[config.mk]
export PLATFORM = sky130hd
export DESIGN_NAME = chte_ram
export DESIGN_NICKNAME = d
export VERILOG_FILES = /design/src/rtl/core/chte_ram.sv
export SDC_FILE = /design/constraint.sdc
export NUM_CORES = 1
export LEC_CHECK = 0
export BUFFER_PORTS_ARGS = -buffer_cell sky130_fd_sc_hd__buf_4
export CORE_MARGIN = 8
export CORE_UTILIZATION = 45
export CTS_CLUSTER_DIAMETER = 80
export DETAILED_ROUTE_END_ITERATION = 12
export PLACE_DENSITY = 0.7
export REMOVE_ABC_BUFFERS = 1
export SYNTH_ARGS = -nofsm -noshare
export SYNTH_HDL_FRONTEND = slang
export SYNTH_SLANG_ARGS = --single-unit
[constraint.sdc]
create_clock -name clk -period 1.15 [get_ports clk]
set_input_delay 0.1725 -clock clk [delete_from_list [all_inputs] [get_ports clk]]
set_output_delay 0.1725 -clock clk [all_outputs]
set_load 0.05 [all_outputs]
[src/rtl/core/chte_ram.sv]
module chte_ram #(
	parameter int WIDTH = 8,
	parameter int DEPTH = 2
) (
	input  logic                     clk,
	input  logic                     we,
	input  logic [$clog2(DEPTH)-1:0] waddr,
	input  logic [WIDTH-1:0]         wdata,
	input  logic [$clog2(DEPTH)-1:0] raddr,
	output logic [WIDTH-1:0]         rdata
);

	logic [WIDTH-1:0] mem [DEPTH];

	always_ff @(posedge clk) begin
		if (we) begin
			mem[waddr] <= wdata;
		end
		rdata <= mem[raddr];
	end

endmodule

-- Yosys cells after proc, flatten, opt, wreduce, memory -nomap -nowiden
Memories as Yosys holds them, arrays and structs flattened. A register that Yosys moved wholly into a read port is not among the register bits.
Index checks and enable logic that the tools add are counted.
- multiplexer cells: 2
- operators with widths (kind ; count):
    $mux W1 ; 2
- output and inout bits: 8
- RAM bits: 16
- memories: 1
- register bits: 0
- memory list (name ; depth ; bits a word ; rd ports ; clocked after memory_dff ; wr ports ; RTL line ; RTL):
    mem ; 2 ; 8 ; 1 ; 1 ; 1 ; 13 ; logic [WIDTH-1:0] mem [DEPTH];

-- Depth between registers and ports, before layout
- depth in word-level cells: 2
- depth in mapped cells: 2
- mapped depth without buffers: 1

-- Worst setup path after synthesis
No wires, ideal clock.
- path type: input to register
- from: in we
- to: mem mem[0][0], enable pin
- library setup time: 0.373 ns
- stages on the path: 1
- slack: 0.184 ns
- required time: 0.777 ns
- path buffers: 0
- arrival: 0.593 ns
- path through: nor2b_1
- cells in the longest elaborated chain, start to end: 2
- ends and longest elaborated chain (what ; RTL line ; RTL):
    start, declared ; 6 ; input logic we,
    $mux W1 ; 16 ; if (we) begin
    $mux W1 (not written as such) ; 17 ; mem[waddr] <= wdata;
    end, declared ; 13 ;
Every way passes these cells.

-- Worst setup path after layout
- from: reg rdata[6] (read register of mem)
- to: out rdata[6]
- RTL lines (what ; RTL line ; RTL):
    start, declared ; 10 ; output logic [WIDTH-1:0] rdata
No word-level cell between the ends.

==> metrics.yaml <==
outcome:
  outcome: "completed"
synthesis:
  ys_async_sr_fraction: 0
  synth-compound-area-share: 0
  synth.area.mux_share: 0.153
  synth.top_cell.area_share: 0.612
  synth_edf_count: 16
  synth.avg_cell_area_um2: 22.4
  synth-simple-area-share: 0.0159
  synth-xor-area-share: 0
  synth_flop_cell: "edfxtp_1"
  ys_seq_area_frac: 0.817
  synth_top_family_by_area: "multiplexers"
  syn_inst: 35
  synthTopCellsByCount: "edfxtp_1 (16), dfxtp_1 (8), mux2_4 (8)"
  synthAdderAreaFrac: 0
  yosys_warnings: 0
  syn_area_um2: 785
  yosysTopAreaCell: "edfxtp_1"
  ys_ff_latch: 24
  synth.top_cells.by_area: "edfxtp_1 (61%), dfxtp_1 (20%), mux2_4 (15%), buf_6 (1.4%), and2_1 (0.80%)"
  synth_cell_type_count: 6
  synth.most_common_cell: "edfxtp_1"
layout:
  fin_area_um2: 981
  drive_gt1_frac: 0.552
  n_fill_cell: 142
  antenna-diode-count: 0
  multi_input_area_um2: 133
  nets: 71
  syn_to_final_growth_pct: 25.0
  regArea_um2: 641
timing:
  period_share: 0.869
  worst_slew_pin_slew_ns: 0.350
  setup_tns_ns: 0
  slew-limit-headroom: 0.767
  final.min_clock_period_ns: 0.999
  grt_setup_unrepaired: "no"
  hold_slack_ns: 0.0391
  fmax_mhz: 1000
  hold_viol_final: 0
  finClkSkew_ns: 0.00361
  slew_viol_final: 0
  setup_viol: 0
hold_path:
  min_from: "wdata[6]"
  hold_path.class: "input pin to flop"
  whs_path_depth: 1
  holdPathEnd: "mem[0][6]"
worst_setup_path:
  crit_path_cell_trace: "buf_4"
  cp.arrival_ns: 0.83
  r2r-start: "mem[0][3]"
  crit_family: "flip-flops"
  r2r_setup_slack_ns: 0.39
  r2r_cells: 1
  slowest_delay_ns: 0.33
  cp-start-kind: "flop"
  end_kind: "output port"
  required_ns: 0.98
  r2r-end: "rdata[3]"
  path_class: "flop to output port"
  slowest_stage: "dfxtp_1"
  crit_buf_inv: 1
  cp_max_fo: 1
floorplanning:
  die_y_um: 57.8
  die_w_um: 57.8
  design.core.area_mm2: 0.00169
  rows: 15
  io_pins: 20
  die_area_mm2: 0.00334
  start_util: 0.464
global_routing:
  grt-ovfl-total: 0
  grt_max_degree: 14
  grt_pass1_vias: 387
  antenna_found_initial: 0
  grt_first_pass_wirelength_mm: 1.77
  grt_usage: 0.0724
placed_design:
  numPortBuffers: 19
  placed_area_um2: 945
  routabilityCongestion: 0.671
routing:
  vias: 362
  drt_iter0_markers: 0
  vias_per_cell: 4.83
  drtPass1Iterations: 1
  wl_mm: 1.04
  wl_per_cell_um: 13.9
  drc: 0
  drtAntennaViolNets: 0
clock_network:
  cts-root-buf: "clkbuf_4"
  clock_latency_ns: 0.31
  cts_setup_buffers: 0
  clk_pin_slew_ns: 0.12
  cts_tree: "done"
  cts_sinks: 24
  htree_levels: 1
  cts-buffers-inserted: 3
  clock_path_buffers: 2
  hold_buffers: 0
  cts_resized: 0
power:
  power_leakage_uw: 0.000406
  max-vdd-ir-drop_mv: 0.860
  powerDensity_mw_per_mm2: 1690
flow_run:
  cap_violations: 0
==> placed cells by master (no fill, tap or decap) <==
cell,instances
and2_1,1
clkbuf_8,1
buf_4,20
dfxtp_1,8
clkbuf_4,3
edfxtp_1,16
nor2b_1,1
mux2_4,8
==> where the power goes <==
group,total (uW),internal [uW],switching [uW],leakage (uW)
Sequential,1000,988,15.6,0.000218
Clock,424,193,231,0.0000210
Combinational,230,96.9,133,0.000167
Total,1660,1280,379,0.000406
==> cell type report <==
class,instances,share of cell area
clock buffer,4,0.0370
multi-input combinational,10,0.135
sequential,24,0.653
tap,17,0.0217
timing repair buffer,20,0.153
==> per-stage QoR <==
| stage | total power, uW | worst slack, ns | util | instances |
|---|---|---|---|---|
| 2_1_floorplan | 1160 | 0.184 | - | 34 |
| 3_3_place_gp | 1250 | 0.231 | 0.559 | 71 |
| 3_5_place_dp | 1260 | 0.194 | 0.559 | 71 |
| 4_1_cts | 1670 | 0.136 | 0.581 | 75 |
| 5_1_grt | 1720 | 0.112 | 0.581 | 75 |
| 6_report | 1660 | 0.151 | 0.581 | 75 |
==> logic make-up (layout without fill, tap and decap cells) <==
group,count (synthesis),in the layout
DFF,24,24
and+or+nand+nor,2,2
muxes,8,8
buffers and inverters,1,24
==> flip-flops by register name, summed over array words and instances (netlist names) <==
name   count
rdata      8
mem       16
==> worst max path at each step <==
stage	startpoint	end	cells past startpoint
after floorplan	we	mem[0][0]	1
after CTS	rdata[6]	rdata[6]	1
after global placement	waddr	mem[1][7]	2
after global routing	rdata[6]	rdata[6]	1
after detailed placement	waddr	mem[1][4]	2
final	rdata[6]	rdata[6]	1
==> metal layers <==
| metal | global-route usage | vias to the layer above | wire length (um) |
|---|---|---|---|
| li1 | - | 174 | - |
| met1 | 0.0666 | 165 | 416 |
| met2 | 0.113 | 18 | 479 |
| met3 | 0.0486 | 5 | 114 |
| met4 | 0.0524 | 0 | 34 |
| met5 | 0 | - | 0 |
Power figures use the tool's default switching activity.
